===== src/hw/rtl/wsfb_pkg.sv =====
package wsfb_pkg;

    localparam int QDEPTH = 4;
    localparam int QAW    = $clog2(QDEPTH);

    localparam logic [7:0]  OPCODE_BYTE  = 8'h82;
    localparam logic [7:0]  MASK_BIT     = 8'h80;
    localparam logic [7:0]  LEN_EXT16    = 8'hFE;
    localparam logic [15:0] LEN_SHORT_MAX = 16'd126;

    localparam logic [31:0] MASK_KEY_RST      = 32'h12345678;
    localparam logic [14:0] FRAME_SAMPLES_RST = 15'd1024;

    localparam logic [1:0] CFG_MASK_KEY      = 2'd0;
    localparam logic [1:0] CFG_MUTED         = 2'd1;
    localparam logic [1:0] CFG_FRAME_SAMPLES = 2'd2;

    typedef struct packed {
        logic [7:0]  pay_lo;
        logic [7:0]  pay_hi;
        logic        hdr;
        logic        long_len;
        logic        last;
        logic [15:0] len;
        logic [31:0] key;
    } wsfb_cmd_t;

    typedef enum logic [3:0] {
        ST_IDLE,
        ST_OP,
        ST_LEN,
        ST_LEN_HI,
        ST_LEN_LO,
        ST_K0,
        ST_K1,
        ST_K2,
        ST_K3,
        ST_P0,
        ST_P1
    } wsfb_step_t;

endpackage


===== src/hw/rtl/wsfb_front.sv =====
module wsfb_front (
    input  logic                    clk,
    input  logic                    rst_n,
    input  logic                    push,
    input  logic [15:0]             sample,
    input  logic                    cfg_valid,
    input  logic [1:0]              cfg_index,
    input  logic [31:0]             cfg_data,
    input  logic                    q_full,
    output logic                    q_wr,
    output wsfb_pkg::wsfb_cmd_t     q_cmd
);

    logic [31:0] mask_key_reg;
    logic        muted_reg;
    logic [14:0] frame_samples_reg;
    logic [14:0] sample_position_reg;
    logic [14:0] sample_position_next;

    logic [14:0] fs;
    logic [15:0] len;
    logic        last;
    logic [7:0]  m0;
    logic [7:0]  m1;

    always_ff @(posedge clk or negedge rst_n)
    begin
        if (!rst_n)
        begin
            mask_key_reg      <= wsfb_pkg::MASK_KEY_RST;
            muted_reg         <= 1'b1;
            frame_samples_reg <= wsfb_pkg::FRAME_SAMPLES_RST;
        end
        else if (cfg_valid)
        begin
            case (cfg_index)
                wsfb_pkg::CFG_MASK_KEY:      mask_key_reg      <= cfg_data;
                wsfb_pkg::CFG_MUTED:         muted_reg         <= cfg_data[0];
                wsfb_pkg::CFG_FRAME_SAMPLES: frame_samples_reg <= cfg_data[14:0];
                default:                     ;
            endcase
        end
    end

    always_comb
    begin
        fs   = (frame_samples_reg == 15'd0) ? 15'd1 : frame_samples_reg;
        len  = {fs, 1'b0};
        last = (({1'b0, sample_position_reg} + 16'd1) >= {1'b0, fs});
        m0   = sample_position_reg[0] ? mask_key_reg[15:8] : mask_key_reg[31:24];
        m1   = sample_position_reg[0] ? mask_key_reg[7:0]  : mask_key_reg[23:16];

        q_wr              = push && !q_full && !muted_reg;
        q_cmd.pay_lo      = sample[7:0] ^ m0;
        q_cmd.pay_hi      = sample[15:8] ^ m1;
        q_cmd.hdr         = (sample_position_reg == 15'd0);
        q_cmd.long_len    = (len >= wsfb_pkg::LEN_SHORT_MAX);
        q_cmd.last        = last;
        q_cmd.len         = len;
        q_cmd.key         = mask_key_reg;

        sample_position_next = last ? 15'd0 : sample_position_reg + 15'd1;
    end

    always_ff @(posedge clk or negedge rst_n)
    begin
        if (!rst_n)
        begin
            sample_position_reg <= 15'd0;
        end
        else if (q_wr)
        begin
            sample_position_reg <= sample_position_next;
        end
    end

endmodule


===== src/hw/rtl/wsfb_queue.sv =====
module wsfb_queue (
    input  logic                    clk,
    input  logic                    rst_n,
    input  logic                    wr_en,
    input  wsfb_pkg::wsfb_cmd_t     wr_cmd,
    input  logic                    rd_en,
    output wsfb_pkg::wsfb_cmd_t     rd_cmd,
    output logic                    rd_valid,
    output logic                    full
);

    wsfb_pkg::wsfb_cmd_t          entry_reg [wsfb_pkg::QDEPTH];
    logic [wsfb_pkg::QAW-1:0]     wr_ptr_reg;
    logic [wsfb_pkg::QAW-1:0]     rd_ptr_reg;
    logic [wsfb_pkg::QAW:0]       count_reg;
    logic [wsfb_pkg::QAW:0]       count_next;

    always_comb
    begin
        rd_cmd     = entry_reg[rd_ptr_reg];
        rd_valid   = (count_reg != '0);
        full       = (count_reg == (wsfb_pkg::QAW+1)'(wsfb_pkg::QDEPTH));
        count_next = count_reg;
        if (wr_en && !(rd_en && rd_valid))
        begin
            count_next = count_reg + (wsfb_pkg::QAW+1)'(1);
        end
        else if (!wr_en && rd_en && rd_valid)
        begin
            count_next = count_reg - (wsfb_pkg::QAW+1)'(1);
        end
    end

    always_ff @(posedge clk)
    begin
        if (wr_en)
        begin
            entry_reg[wr_ptr_reg] <= wr_cmd;
        end
    end

    always_ff @(posedge clk or negedge rst_n)
    begin
        if (!rst_n)
        begin
            wr_ptr_reg <= '0;
            rd_ptr_reg <= '0;
            count_reg  <= '0;
        end
        else
        begin
            if (wr_en)
            begin
                wr_ptr_reg <= wr_ptr_reg + (wsfb_pkg::QAW)'(1);
            end
            if (rd_en && rd_valid)
            begin
                rd_ptr_reg <= rd_ptr_reg + (wsfb_pkg::QAW)'(1);
            end
            count_reg <= count_next;
        end
    end

    a_no_write_when_full: assert property (@(posedge clk) disable iff (!rst_n)
        wr_en |-> !full)
        else $error("queue written while full");

    a_count_bound: assert property (@(posedge clk) disable iff (!rst_n)
        count_reg <= (wsfb_pkg::QAW+1)'(wsfb_pkg::QDEPTH))
        else $error("queue count overflow");

    a_ptr_gap: assert property (@(posedge clk) disable iff (!rst_n)
        (count_reg == '0) |-> (wr_ptr_reg == rd_ptr_reg))
        else $error("queue pointers disagree with empty count");

endmodule


===== src/hw/rtl/wsfb_back.sv =====
module wsfb_back (
    input  logic                    clk,
    input  logic                    rst_n,
    input  wsfb_pkg::wsfb_cmd_t     cmd,
    input  logic                    cmd_valid,
    output logic                    cmd_pop,
    input  logic                    pop,
    output logic                    empty,
    output logic [7:0]              out_byte,
    output logic                    frame_end,
    output logic                    item_last
);

    wsfb_pkg::wsfb_step_t step_reg;
    wsfb_pkg::wsfb_step_t step_next;
    wsfb_pkg::wsfb_step_t cur;

    logic       out_valid_reg;
    logic [7:0] out_byte_reg;
    logic       frame_end_reg;
    logic       item_last_reg;
    logic       advance;
    logic [7:0] byte_next;
    logic       fend_next;
    logic       ilast_next;

    always_comb
    begin
        if (step_reg == wsfb_pkg::ST_IDLE)
        begin
            cur = cmd.hdr ? wsfb_pkg::ST_OP : wsfb_pkg::ST_P0;
        end
        else
        begin
            cur = step_reg;
        end

        advance    = cmd_valid && (!out_valid_reg || pop);
        byte_next  = cmd.pay_lo;
        fend_next  = 1'b0;
        ilast_next = 1'b0;
        step_next  = step_reg;

        case (cur)
            wsfb_pkg::ST_OP:
            begin
                byte_next = wsfb_pkg::OPCODE_BYTE;
                step_next = wsfb_pkg::ST_LEN;
            end
            wsfb_pkg::ST_LEN:
            begin
                byte_next = cmd.long_len ? wsfb_pkg::LEN_EXT16
                                         : (wsfb_pkg::MASK_BIT | cmd.len[7:0]);
                step_next = cmd.long_len ? wsfb_pkg::ST_LEN_HI : wsfb_pkg::ST_K0;
            end
            wsfb_pkg::ST_LEN_HI:
            begin
                byte_next = cmd.len[15:8];
                step_next = wsfb_pkg::ST_LEN_LO;
            end
            wsfb_pkg::ST_LEN_LO:
            begin
                byte_next = cmd.len[7:0];
                step_next = wsfb_pkg::ST_K0;
            end
            wsfb_pkg::ST_K0:
            begin
                byte_next = cmd.key[31:24];
                step_next = wsfb_pkg::ST_K1;
            end
            wsfb_pkg::ST_K1:
            begin
                byte_next = cmd.key[23:16];
                step_next = wsfb_pkg::ST_K2;
            end
            wsfb_pkg::ST_K2:
            begin
                byte_next = cmd.key[15:8];
                step_next = wsfb_pkg::ST_K3;
            end
            wsfb_pkg::ST_K3:
            begin
                byte_next = cmd.key[7:0];
                step_next = wsfb_pkg::ST_P0;
            end
            wsfb_pkg::ST_P0:
            begin
                byte_next = cmd.pay_lo;
                step_next = wsfb_pkg::ST_P1;
            end
            wsfb_pkg::ST_P1:
            begin
                byte_next  = cmd.pay_hi;
                fend_next  = cmd.last;
                ilast_next = 1'b1;
                step_next  = wsfb_pkg::ST_IDLE;
            end
            default:
            begin
                step_next = wsfb_pkg::ST_IDLE;
            end
        endcase

        cmd_pop   = advance && (cur == wsfb_pkg::ST_P1);
        empty     = !out_valid_reg;
        out_byte  = out_byte_reg;
        frame_end = frame_end_reg;
        item_last = item_last_reg;
    end

    always_ff @(posedge clk or negedge rst_n)
    begin
        if (!rst_n)
        begin
            step_reg      <= wsfb_pkg::ST_IDLE;
            out_valid_reg <= 1'b0;
        end
        else
        begin
            if (advance)
            begin
                step_reg      <= step_next;
                out_valid_reg <= 1'b1;
            end
            else if (pop)
            begin
                out_valid_reg <= 1'b0;
            end
        end
    end

    always_ff @(posedge clk)
    begin
        if (advance)
        begin
            out_byte_reg  <= byte_next;
            frame_end_reg <= fend_next;
            item_last_reg <= ilast_next;
        end
    end

    a_op_then_len: assert property (@(posedge clk) disable iff (!rst_n)
        (advance && cur == wsfb_pkg::ST_OP) |=> (step_reg == wsfb_pkg::ST_LEN))
        else $error("length byte does not follow opcode");

    a_fend_is_last: assert property (@(posedge clk) disable iff (!rst_n)
        (out_valid_reg && frame_end_reg) |-> item_last_reg)
        else $error("frame end on a byte that is not the last of a sample");

    a_pop_after_p1: assert property (@(posedge clk) disable iff (!rst_n)
        cmd_pop |=> (step_reg == wsfb_pkg::ST_IDLE && item_last_reg))
        else $error("command released before its last byte");

endmodule


===== src/hw/rtl/websocket_masked_frame_builder.sv =====
// Builds masked binary client frames from 16-bit audio samples, one byte per result word.
// The first sample of a frame produces the opcode byte, the length byte (plus two extended
// length bytes when the payload is 126 bytes or more) and the four mask-key bytes ahead of
// its two payload bytes; every other sample produces two masked payload bytes, low byte
// first. The byte-wide output register sets the pace: a sample yields 2 bytes, a
// frame-opening sample 8 or 10. A four-entry command queue between the sample side and
// the byte sequencer absorbs the header burst, so samples keep flowing while earlier
// bytes drain. While muted, samples are taken and dropped. Configuration writes are
// always ready and must only occur while the block is idle.
module websocket_masked_frame_builder (
    input  logic        clk,
    input  logic        rst_n,
    input  logic        push,
    output logic        full,
    input  logic [15:0] sample,
    output logic        empty,
    input  logic        pop,
    output logic [7:0]  out_byte,
    output logic        frame_end,
    output logic        item_last,
    input  logic        cfg_valid,
    output logic        cfg_ready,
    input  logic [1:0]  cfg_index,
    input  logic [31:0] cfg_data
);

    wsfb_pkg::wsfb_cmd_t wr_cmd;
    wsfb_pkg::wsfb_cmd_t rd_cmd;
    logic                q_wr;
    logic                q_rd;
    logic                q_valid;
    logic                q_full;

    assign cfg_ready = 1'b1;
    assign full      = q_full;

    wsfb_front u_front (
        .clk       (clk),
        .rst_n     (rst_n),
        .push      (push),
        .sample    (sample),
        .cfg_valid (cfg_valid),
        .cfg_index (cfg_index),
        .cfg_data  (cfg_data),
        .q_full    (q_full),
        .q_wr      (q_wr),
        .q_cmd     (wr_cmd)
    );

    wsfb_queue u_queue (
        .clk      (clk),
        .rst_n    (rst_n),
        .wr_en    (q_wr),
        .wr_cmd   (wr_cmd),
        .rd_en    (q_rd),
        .rd_cmd   (rd_cmd),
        .rd_valid (q_valid),
        .full     (q_full)
    );

    wsfb_back u_back (
        .clk       (clk),
        .rst_n     (rst_n),
        .cmd       (rd_cmd),
        .cmd_valid (q_valid),
        .cmd_pop   (q_rd),
        .pop       (pop),
        .empty     (empty),
        .out_byte  (out_byte),
        .frame_end (frame_end),
        .item_last (item_last)
    );

endmodule

===== config.mk =====
export PLATFORM = sky130hd
export DESIGN_NAME = websocket_masked_frame_builder
export DESIGN_NICKNAME = d
export VERILOG_FILES = /design/src/hw/rtl/wsfb_pkg.sv /design/src/hw/rtl/wsfb_front.sv /design/src/hw/rtl/wsfb_queue.sv /design/src/hw/rtl/wsfb_back.sv /design/src/hw/rtl/websocket_masked_frame_builder.sv
export SDC_FILE = /design/constraint.sdc
export NUM_CORES = 1
export LEC_CHECK = 0
export BUFFER_PORTS_ARGS = -buffer_cell sky130_fd_sc_hd__buf_4
export CAP_MARGIN = 20
export CORE_ASPECT_RATIO = 2
export CORE_UTILIZATION = 35
export CTS_BUF_LIST = sky130_fd_sc_hd__clkbuf_4 sky130_fd_sc_hd__clkbuf_8 sky130_fd_sc_hd__clkbuf_16
export DETAILED_ROUTE_END_ITERATION = 12
export PLACE_DENSITY = 0.58
export SETUP_SLACK_MARGIN = 0.4
export SYNTH_ARGS = -nofsm -noshare
export SYNTH_HDL_FRONTEND = slang
export SYNTH_SLANG_ARGS = --single-unit

===== constraint.sdc =====
create_clock -name clk -period 6.9 [get_ports clk]
set_input_delay 1.035 -clock clk [delete_from_list [all_inputs] [get_ports clk]]
set_output_delay 1.035 -clock clk [all_outputs]
set_load 0.01 [all_outputs]

==> results.sh, run 1 <==
export IMPL_post_cts_buffers=0
export IMPL_netlist_area_um2=14800
export IMPL_synth_fp_nets=957
export IMPL_cts_clk_slew_worst_paths_ns=0.07
export IMPL_period_needed_ns=4.05
export IMPL_drt_iter0_drc=476
export IMPL_port_buffers=66
export IMPL_yosys_warnings=0
export IMPL_rows=106
export IMPL_dieArea_um2=43100
export IMPL_cp_end_kind="flop"
export IMPL_multiInputGateArea_um2=4310
export IMPL_clockRootBuffer="clkbuf_16"
export IMPL_grt_usage_pct=16.4
export IMPL_path_class="flop to flop"
export IMPL_coreArea_um2=41800
export IMPL_cts_resized_gates=0
export IMPL_ant_nets=0
export IMPL_crit_slowest_cell="nor3_2"
export IMPL_drive_gt1_share_pct=28.9
export IMPL_endpoint="u_front.sample_position_reg[0]$_DFFE_PN0P_"
export IMPL_die_h_um=293
export IMPL_finalSetupViolCount=0
export IMPL_grt_pass1_wl_um=52600
export IMPL_ys_seq_area_share_pct=68.4
export IMPL_tightestPinTransition_ns=1.13
export IMPL_final_common_cell="edfxtp_1"
export IMPL_path_cells="buf_4 > nand2_1 > nor3_1 > nand2b_1 > or2_2 > xnor2_1 > ha_1 > a21o_1 > a221oi_1 > o21ai_0 > buf_4 > nor3_2 > mux2_2"
export IMPL_post_route_cell_area_um2=16800
export IMPL_start_util_pct=35.4
export IMPL_layout_common_cells="edfxtp_1, buf_4, mux4_2"
export IMPL_powerDensity_nw_per_um2=390
export IMPL_status="finished clean"
export IMPL_via_per_inst=5.20
export IMPL_avgSynthCellArea_um2=16.8
export IMPL_busiest_layer="met2"
export IMPL_worst_ep_arrival_time_ns=4.56
export IMPL_r2r_end="u_front.sample_position_reg[0]$_DFFE_PN0P_"
export IMPL_synthArstFlopShare_pct=21.5
export IMPL_r2r_start="u_front.sample_position_reg[0]$_DFFE_PN0P_"
export IMPL_wirelength_um=34500
export IMPL_timing_fmax_mhz=247
export IMPL_grt_antenna_before_repair=0
export IMPL_use_met3_pct=1.39
export IMPL_grt_max_degree=55
export IMPL_hold_buffers=0
export IMPL_grt_pass1_vias=8416
export IMPL_gp_congestion=0.770
export IMPL_synth_edf_count=274
export IMPL_slew_headroom_pct=24.7
export IMPL_finalCritPeriodShare_pct=58.8
export IMPL_drv_slew=0
export IMPL_dpl_hpwl_um=22600
export IMPL_synth_top_area_share_pct=55.6
export IMPL_nets=1008
export IMPL_ff2ff_setup_slack_ns=2.85
export IMPL_grt_util_met2_pct=31.2
export IMPL_skew_ns=0.0237
export IMPL_overflow=0
export IMPL_place_area_um2=15800
export IMPL_vias=7763
export IMPL_regArea_um2=10100
export IMPL_route_detailed_drc=0
export IMPL_cts_buffers=30
export IMPL_cpMostUsedCell="buf_4"
export IMPL_startpoint_type="flop"
export IMPL_largest_reg_flops=264
export IMPL_setup_tns_ns=0
export IMPL_fill_cells=3782
export IMPL_cts_path_max_buffers=3
export IMPL_leakage_nw=5.94
export IMPL_required_ns=7.40
export IMPL_met1_usage_pct=18.7
export IMPL_path_max_fanout=20
export IMPL_rsz0062_at_grt="false"
export IMPL_ir_drop_mv=0.257
export IMPL_clock_sinks=349
export IMPL_synth_flop_cell="edfxtp_1"
export IMPL_synth_area_top_cells="edfxtp_1, dfrtp_1, mux4_2"
export IMPL_diodes=0
export IMPL_startpoint="u_front.sample_position_reg[0]$_DFFE_PN0P_"
export IMPL_synth_cells=880
export IMPL_clk_latency_ns=0.57
export IMPL_die_x_um=147
export IMPL_htreeDepth=1
export IMPL_areaGrowthSynthToFinish_pct=13.6
export IMPL_finalHoldViolCount=0
export IMPL_yosysTopAreaCell="edfxtp_1"
export IMPL_critPathMaxStageDelay_ns=0.58
export IMPL_ioPinCount=68
export IMPL_drtPass1Iterations=4
export IMPL_cap_viol_max_count=0
export IMPL_hold_slack_ns=0.392
export IMPL_tritoncts="built"
export IMPL_avgRoutedWirePerCell_um=23.1
export IMPL_ff2ff_path_depth=13
export IMPL_synthDistinctLibCells=64
export IMPL_synth_seq_cells=349
export IMPL_hold_class="primary input to async pin"
==> where the power goes <==
| part | leakage, nW | switching [mW] | internal [mW] |
|---|---|---|---|
| registers | 3.38 | 0.307 | 2.77 |
| clock network | 0.495 | 0.752 | 0.951 |
| logic | 2.06 | 0.983 | 0.794 |
==> layout make-up <==
type,instances,share of cell area [%]
sequential,349,60.2
multi-input combinational,443,25.7
clock buffer,39,5.08
tap,540,4.02
timing repair buffer,79,3.53
clock inverter,16,0.834
inverter,28,0.625
==> kinds of logic (layout without fill, tap and decap cells) <==
family          count (synthesis)  after routing  synth area share [%]
xor+xnor                       35             35                  2.07
buf+inv                        88            162                  2.49
mux                           143            143                  15.5
flops                         349            349                  68.4
other cells                     1              1                0.0253
compound gates                 96             96                  4.53
fa+ha+maj                      22             22                  1.91
simple gates                  146            146                  5.01
==> synth_stat cells (13+ instances only) <==
cell      count
dfrtp_1      60
o21ai_0      24
dfstp_2      15
edfxtp_1    274
nand3_1      13
nor3_1       13
ha_1         21
nand2_1      42
mux2_2       53
inv_1        27
nor2_1       28
xnor2_1      31
clkbuf_1     39
mux2i_1      26
mux4_2       64
==> metal layers <==
metal	part of all wire [%]	vias to the layer above
met5	0	-
met4	3.5	0
met3	3.1	55
met2	56	150
met1	38	4058
li1	-	3500
==> worst max-delay path, delay by kind of cell (launching register included) <==
family	cells	cell delay, ns
AND/OR/NAND/NOR	5	1.68
buffers and inverters	2	0.64
multiplexers	1	0.28
AO/OA/AOI/OAI	3	0.60
XOR/XNOR	1	0.13
flip-flops	1	0.36
adder cells (fa/ha/maj)	1	0.29
==> how the worst min path moves through the flow <==
stage	cells past startpoint	start	endpoint
4_1_cts	1	rst_n	u_front.mask_key_reg[22]$_DFFE_PN0P_
2_1_floorplan	1	u_queue.count_reg[2]$_DFFE_PN0P_	u_queue.count_reg[2]$_DFFE_PN0P_
3_5_place_dp	1	u_queue.count_reg[2]$_DFFE_PN0P_	u_queue.count_reg[2]$_DFFE_PN0P_
5_1_grt	1	rst_n	u_front.mask_key_reg[29]$_DFFE_PN0P_
6_report	1	rst_n	u_front.mask_key_reg[22]$_DFFE_PN0P_
3_3_place_gp	1	u_queue.count_reg[2]$_DFFE_PN0P_	u_queue.count_reg[2]$_DFFE_PN0P_
==> stage by stage <==
step / std cells / power (mW) / setup WS, ns / utilization, %
2_1_floorplan: 880 / 4.28 / 3.22 / -
3_3_place_gp: 1439 / 4.91 / 2.98 / 37.9
3_5_place_dp: 1439 / 4.94 / 2.91 / 37.9
4_1_cts: 1494 / 6.64 / 2.88 / 40.2
5_1_grt: 1494 / 6.87 / 2.65 / 40.2
6_report: 1494 / 6.55 / 2.85 / 40.2
(Power assumes the default switching activity.)
==> run 2: changes to the inputs <==
--- a/config.mk
+++ b/config.mk
@@ -11,7 +11,7 @@
 export CORE_UTILIZATION = 35
 export CTS_BUF_LIST = sky130_fd_sc_hd__clkbuf_4 sky130_fd_sc_hd__clkbuf_8 sky130_fd_sc_hd__clkbuf_16
 export DETAILED_ROUTE_END_ITERATION = 12
-export PLACE_DENSITY = 0.58
+export PLACE_DENSITY = 0.6
 export SETUP_SLACK_MARGIN = 0.4
 export SYNTH_ARGS = -nofsm -noshare
 export SYNTH_HDL_FRONTEND = slang
==> constraint.sdc (replaced) <==
create_clock -name clk -period 3.68 [get_ports clk]
set_input_delay 0.552 -clock clk [delete_from_list [all_inputs] [get_ports clk]]
set_output_delay 0.552 -clock clk [all_outputs]
set_load 0.01 [all_outputs]
==> results.sh, run 2 (synthesis results as in run 1) <==
export IMPL_required_ns=4.13
export IMPL_drtPass1Iterations=4
export IMPL_pre_cts_slack_ns=0.293
export IMPL_grt_usage_pct=16.5
export IMPL_cap_viol_max_count=0
export IMPL_rsz0062_at_grt="true"
export IMPL_final_common_cell="edfxtp_1"
export IMPL_powerDensity_nw_per_um2=749
export IMPL_busiest_layer="met2"
export IMPL_cts_buffers=30
export IMPL_dieArea_um2=43100
export IMPL_slew_headroom_pct=35.9
export IMPL_hold_buffers=0
export IMPL_coreArea_um2=41800
export IMPL_period_needed_ns=3.22
export IMPL_r2r_end="u_front.sample_position_reg[6]$_DFFE_PN0P_"
export IMPL_path_class="flop to flop"
export IMPL_gp_congestion=0.870
export IMPL_drive_gt1_share_pct=33.2
export IMPL_grt_util_met2_pct=32.2
export IMPL_status="finished clean"
export IMPL_tightestPinTransition_ns=0.952
export IMPL_nets=1041
export IMPL_power_frac_comb_pct=28.3
export IMPL_via_per_inst=5.22
export IMPL_timing_fmax_mhz=311
export IMPL_cts_clk_slew_worst_paths_ns=0.07
export IMPL_hold_class="primary input to async pin"
export IMPL_route_detailed_drc=0
export IMPL_fill_cells=3768
export IMPL_ir_drop_mv=0.406
export IMPL_intPower_mw=9.08
export IMPL_clk_latency_ns=0.57
export IMPL_grt_pass1_vias=8459
export IMPL_critPathMaxStageDelay_ns=0.58
export IMPL_ant_nets=0
export IMPL_p_sw_share_pct=30.4
export IMPL_vias=7983
export IMPL_worst_ep_arrival_time_ns=3.66
export IMPL_switchingPower_mw=3.96
export IMPL_startpoint="u_front.sample_position_reg[1]$_DFFE_PN0P_"
export IMPL_grt_pass1_wl_um=52800
export IMPL_finalHoldViolCount=0
export IMPL_crit_cells=13
export IMPL_crit_slowest_cell="or4_4"
export IMPL_wirelength_um=35500
export IMPL_overflow=0
export IMPL_layout_common_cells="edfxtp_1, buf_4, mux4_2"
export IMPL_htreeDepth=1
export IMPL_cpMostUsedCell="buf_6"
export IMPL_clockRootBuffer="clkbuf_16"
export IMPL_startpoint_type="flop"
export IMPL_drt_iter0_drc=477
export IMPL_finalSetupViolCount=0
export IMPL_endpoint="u_front.sample_position_reg[6]$_DFFE_PN0P_"
export IMPL_drv_slew=0
export IMPL_cp_top_family="simple AND/OR/NAND/NOR gates"
export IMPL_dpl_hpwl_um=23800
export IMPL_ff2ff_path_depth=13
export IMPL_avgRoutedWirePerCell_um=23.2
export IMPL_ff2ff_setup_slack_ns=0.46
export IMPL_met1_usage_pct=18.4
export IMPL_power_frac_seq_pct=43.4
export IMPL_clock_power_share_pct=28.3
export IMPL_path_max_fanout=5
export IMPL_worstPathBufferInverterCount=2
export IMPL_areaGrowthSynthToFinish_pct=17.6
export IMPL_setup_tns_ns=0
export IMPL_start_util_pct=35.4
export IMPL_die_h_um=293
export IMPL_clock_sinks=349
export IMPL_path_cells="ha_4 > nand2_4 > or4_4 > or2_4 > xnor2_1 > ha_1 > and3_4 > o211ai_1 > o21ai_2 > buf_6 > nor3_4 > buf_6 > a221o_1"
export IMPL_cp_end_kind="flop"
export IMPL_use_met3_pct=1.43
export IMPL_die_x_um=147
export IMPL_leakage_nw=6.22
export IMPL_layout_setup_ws_ns=0.462
export IMPL_grt_antenna_before_repair=0
export IMPL_cts_path_max_buffers=3
export IMPL_largest_reg_flops=264
export IMPL_rows=106
export IMPL_grt_max_degree=67
export IMPL_r2r_start="u_front.sample_position_reg[1]$_DFFE_PN0P_"
export IMPL_power_mw=13.0
export IMPL_diodes=0
export IMPL_skew_ns=0.0126
export IMPL_port_buffers=66
export IMPL_ioPinCount=68
export IMPL_tritoncts="built"
export IMPL_finalCritPeriodShare_pct=87.4
==> run 2: changes by cell type in the layout (fill, tap and decap cells not counted), sizes merged <==
cell | previous run | this run
clkinv | 11 | 9
bufinv | 2 | 9
clkbuf | 39 | 34
buf | 79 | 112
clkinvlp | 2 | 4
inv | 29 | 28
==> run 2: per-layer routing <==
metal,share of wire [%],wire [um]
met1,37,13200
met2,57,20300
met3,2.5,903
met4,2.9,1030
met5,0,0
==> run 2: repair_timing <==
item                                    in CTS  in global routing
cloned                                       0                  1
pin swaps                                    1                  9
resized for setup                            5                 21
endpoints found under the setup margin      16                 19
setup buffers                                0                 10
==> run 2: worst register-to-register path, cell delays in order, from the launching register on <==
cell      delay (ns)
dfrtp_1         0.43
ha_4            0.20
nand2_4         0.06
or4_4           0.58
or2_4           0.26
xnor2_1         0.12
ha_1            0.28
and3_4          0.18
o211ai_1        0.09
o21ai_2         0.22
buf_6           0.15
nor3_4          0.05
buf_6           0.17
a221o_1         0.30
==> run 2: final cells by class <==
| cell class | count | area, um2 | area share [%] |
|---|---|---|---|
| clock buffers | 34 | 811 | 4.66 |
| clock inverters | 22 | 353 | 2.03 |
| inverters | 28 | 105 | 0.604 |
| multi-input cells | 443 | 4390 | 25.3 |
| flip-flops and latches | 349 | 10100 | 58.2 |
| well taps | 540 | 676 | 3.88 |
| repair buffers | 112 | 927 | 5.33 |
==> run 2: per-stage QoR <==
step	utilization, %	instances	cell area, um2	hold slack [ns]
floorplan	-	880	14800	0.256
global placement	38.4	1461	16100	0.476
detailed placement	38.4	1461	16100	0.485
CTS	41.2	1517	17200	0.0851
global route	41.6	1528	17400	0.122
finish	41.6	1528	17400	0.0732
==> run 2: power groups by stage <==
| stage | sequential [mW] | combinational, mW | clock, mW |
|---|---|---|---|
| 2_1_floorplan | 5.51 | 2.51 | 0 |
| 3_3_place_gp | 5.69 | 3.64 | 0 |
| 3_5_place_dp | 5.74 | 3.67 | 0 |
| 4_1_cts | 5.66 | 3.69 | 3.76 |
| 5_1_grt | 5.74 | 3.98 | 3.88 |
| 6_report | 5.66 | 3.69 | 3.69 |
==> run 2: how the worst min path moves through the flow <==
stage,depth (start not counted),slack [ns],from,to
floorplan,0,0.26,rst_n,u_back.out_valid_reg$_DFFE_PN0P_
global placement,1,0.48,u_queue.count_reg[2]$_DFFE_PN0P_,u_queue.count_reg[2]$_DFFE_PN0P_
detailed placement,1,0.49,u_queue.count_reg[2]$_DFFE_PN0P_,u_queue.count_reg[2]$_DFFE_PN0P_
CTS,1,0.09,rst_n,u_queue.wr_ptr_reg[1]$_DFFE_PN0P_
global route,1,0.12,rst_n,u_queue.wr_ptr_reg[1]$_DFFE_PN0P_
finish,1,0.07,rst_n,u_queue.wr_ptr_reg[1]$_DFFE_PN0P_
==> run 3: changes to the inputs <==
--- a/config.mk
+++ b/config.mk
@@ -5,13 +5,12 @@
 export SDC_FILE = /design/constraint.sdc
 export NUM_CORES = 1
 export LEC_CHECK = 0
-export BUFFER_PORTS_ARGS = -buffer_cell sky130_fd_sc_hd__buf_4
+export BUFFER_PORTS_ARGS = -buffer_cell sky130_fd_sc_hd__buf_2
 export CAP_MARGIN = 20
 export CORE_ASPECT_RATIO = 2
 export CORE_UTILIZATION = 35
 export CTS_BUF_LIST = sky130_fd_sc_hd__clkbuf_4 sky130_fd_sc_hd__clkbuf_8 sky130_fd_sc_hd__clkbuf_16
 export DETAILED_ROUTE_END_ITERATION = 12
-export PLACE_DENSITY = 0.6
 export SETUP_SLACK_MARGIN = 0.4
 export SYNTH_ARGS = -nofsm -noshare
 export SYNTH_HDL_FRONTEND = slang
==> results.sh, run 3 (synthesis results as in run 1) <==
export IMPL_clock_sinks=349
export IMPL_leakage_nw=6.02
export IMPL_slew_headroom_pct=28.2
export IMPL_hold_slack_ns=0.0653
export IMPL_dp_cells=1454
export IMPL_route_detailed_drc=0
export IMPL_busiest_layer="met2"
export IMPL_drv_slew=0
export IMPL_via_per_inst=5.20
export IMPL_setup_tns_ns=0
export IMPL_gp_congestion=0.850
export IMPL_regArea_um2=10100
export IMPL_dpl_hpwl_um=22500
export IMPL_path_max_fanout=10
export IMPL_path_cells="ha_4 > nand2_2 > or4_4 > or2_4 > xnor2_1 > ha_1 > and3_4 > o211ai_1 > o21ai_2 > buf_4 > nor3_2 > buf_6 > a221o_1"
export IMPL_path_class="flop to flop"
export IMPL_required_ns=4.12
export IMPL_grt_pass1_wl_um=51700
export IMPL_finalHoldViolCount=0
export IMPL_cp_end_kind="flop"
export IMPL_drtPass1Iterations=7
export IMPL_hold_class="primary input to async pin"
export IMPL_largest_reg_flops=264
export IMPL_grt_usage_pct=16.0
export IMPL_finalCritPeriodShare_pct=85.3
export IMPL_period_needed_ns=3.14
export IMPL_start_util_pct=35.4
export IMPL_skew_ns=0.0139
export IMPL_areaGrowthSynthToFinish_pct=14.6
export IMPL_startpoint_type="flop"
export IMPL_worstPathBufferInverterCount=2
export IMPL_hold_buffers=0
export IMPL_ir_drop_mv=0.468
export IMPL_cts_path_max_buffers=3
export IMPL_layout_common_cells="edfxtp_1, buf_2, mux4_2"
export IMPL_clockRootBuffer="clkbuf_16"
export IMPL_htreeDepth=1
export IMPL_met1_usage_pct=18.7
export IMPL_grt_pass1_vias=8190
export IMPL_ant_nets=0
export IMPL_vias=7849
export IMPL_dieArea_um2=43100
export IMPL_power_mw=12.5
export IMPL_ioPinCount=68
export IMPL_die_x_um=147
export IMPL_place_area_um2=15800
export IMPL_diodes=0
export IMPL_worst_ep_arrival_time_ns=3.58
export IMPL_post_route_cell_area_um2=17000
export IMPL_tritoncts="built"
export IMPL_status="finished clean"
export IMPL_rsz0062_at_grt="false"
export IMPL_final_common_cell="edfxtp_1"
export IMPL_timing_fmax_mhz=319
export IMPL_cp_top_family="simple AND/OR/NAND/NOR gates"
export IMPL_nets=1025
export IMPL_finalSetupViolCount=0
export IMPL_rows=106
export IMPL_coreArea_um2=41800
export IMPL_multiInputGateArea_um2=4380
export IMPL_drt_iter0_drc=554
export IMPL_clk_latency_ns=0.56
export IMPL_critPathMaxStageDelay_ns=0.57
export IMPL_fill_cells=3768
export IMPL_cts_buffers=29
export IMPL_grt_util_met2_pct=30.4
export IMPL_grt_max_degree=67
export IMPL_final_cells=1510
export IMPL_port_buffers=66
export IMPL_overflow=0
export IMPL_crit_slowest_cell="or4_4"
export IMPL_die_h_um=293
export IMPL_use_met3_pct=1.67
export IMPL_avgRoutedWirePerCell_um=22.5
export IMPL_drive_gt1_share_pct=31.9
export IMPL_grt_antenna_before_repair=1
export IMPL_wirelength_um=33900
export IMPL_cap_viol_max_count=0
export IMPL_tightestPinTransition_ns=1.08
export IMPL_cts_clk_slew_worst_paths_ns=0.08
export IMPL_powerDensity_nw_per_um2=740
run 3: layout make-up:
type	count	share of cell area [%]
clock inverters	18	1.51
multi-input cells	443	25.8
repair buffers	97	3.73
clock buffers	35	4.58
inverters	28	0.620
flip-flops and latches	349	59.8
well taps	540	3.98
run 3: worst reg2reg max path, delay by kind of cell (launching register included):
kind	cells	cell delay (ns)
AOI/OAI and AO/OA	3	0.60
xor gates and xnor gates	1	0.13
adders and majority gates	2	0.46
buffers and inverters	2	0.31
DFF	1	0.41
and+or+nand+nor	5	1.13
run 3: report_power, final:
| group | switching [mW] | leakage [nW] | internal [mW] | total, mW |
|---|---|---|---|---|
| clock | 1.41 | 0.512 | 1.94 | 3.35 |
| sequential | 0.458 | 3.37 | 5.19 | 5.65 |
| combinational | 1.97 | 2.14 | 1.57 | 3.54 |
run 3: metal layers:
layer | share of wire [%] | routed length [um] | vias to the layer above
li1 | - | - | 3530
met1 | 38 | 12800 | 4109
met2 | 56 | 19100 | 169
met3 | 3.7 | 1250 | 39
met4 | 2.0 | 695 | 2
met5 | 0.038 | 13 | -
run 3: final timing paths:
path,from,end,slack (ns),depth (start not counted)
setup / recovery,u_front.sample_position_reg[1]$_DFFE_PN0P_,u_front.sample_position_reg[12]$_DFFE_PN0P_,0.54,13
hold / removal,rst_n,u_front.mask_key_reg[22]$_DFFE_PN0P_,0.07,1
setup reg to reg,u_front.sample_position_reg[1]$_DFFE_PN0P_,u_front.sample_position_reg[12]$_DFFE_PN0P_,0.54,13
hold reg to reg,u_queue.count_reg[2]$_DFFE_PN0P_,u_queue.count_reg[2]$_DFFE_PN0P_,0.50,1
max in group asynchronous,rst_n,u_front.muted_reg$_DFFE_PN1P_,2.76,2
min in group clk,pop,u_back.out_valid_reg$_DFFE_PN0P_,0.19,2
run 3: per-stage QoR:
stage                     util [%]  worst slack (ns)
after floorplan                  -             0.443
after global placement        37.9             0.324
after detailed placement      37.9             0.214
after CTS                     40.4             0.438
after global routing          40.6             0.400
final                         40.6             0.541
run 3: repair_timing:
item | CTS | global route
pin swaps | 0 | 2
buffers inserted | 0 | 3
hold endpoints to repair | 0 | 0
gates resized for setup | 3 | 15
endpoints found under the setup margin | 18 | 19
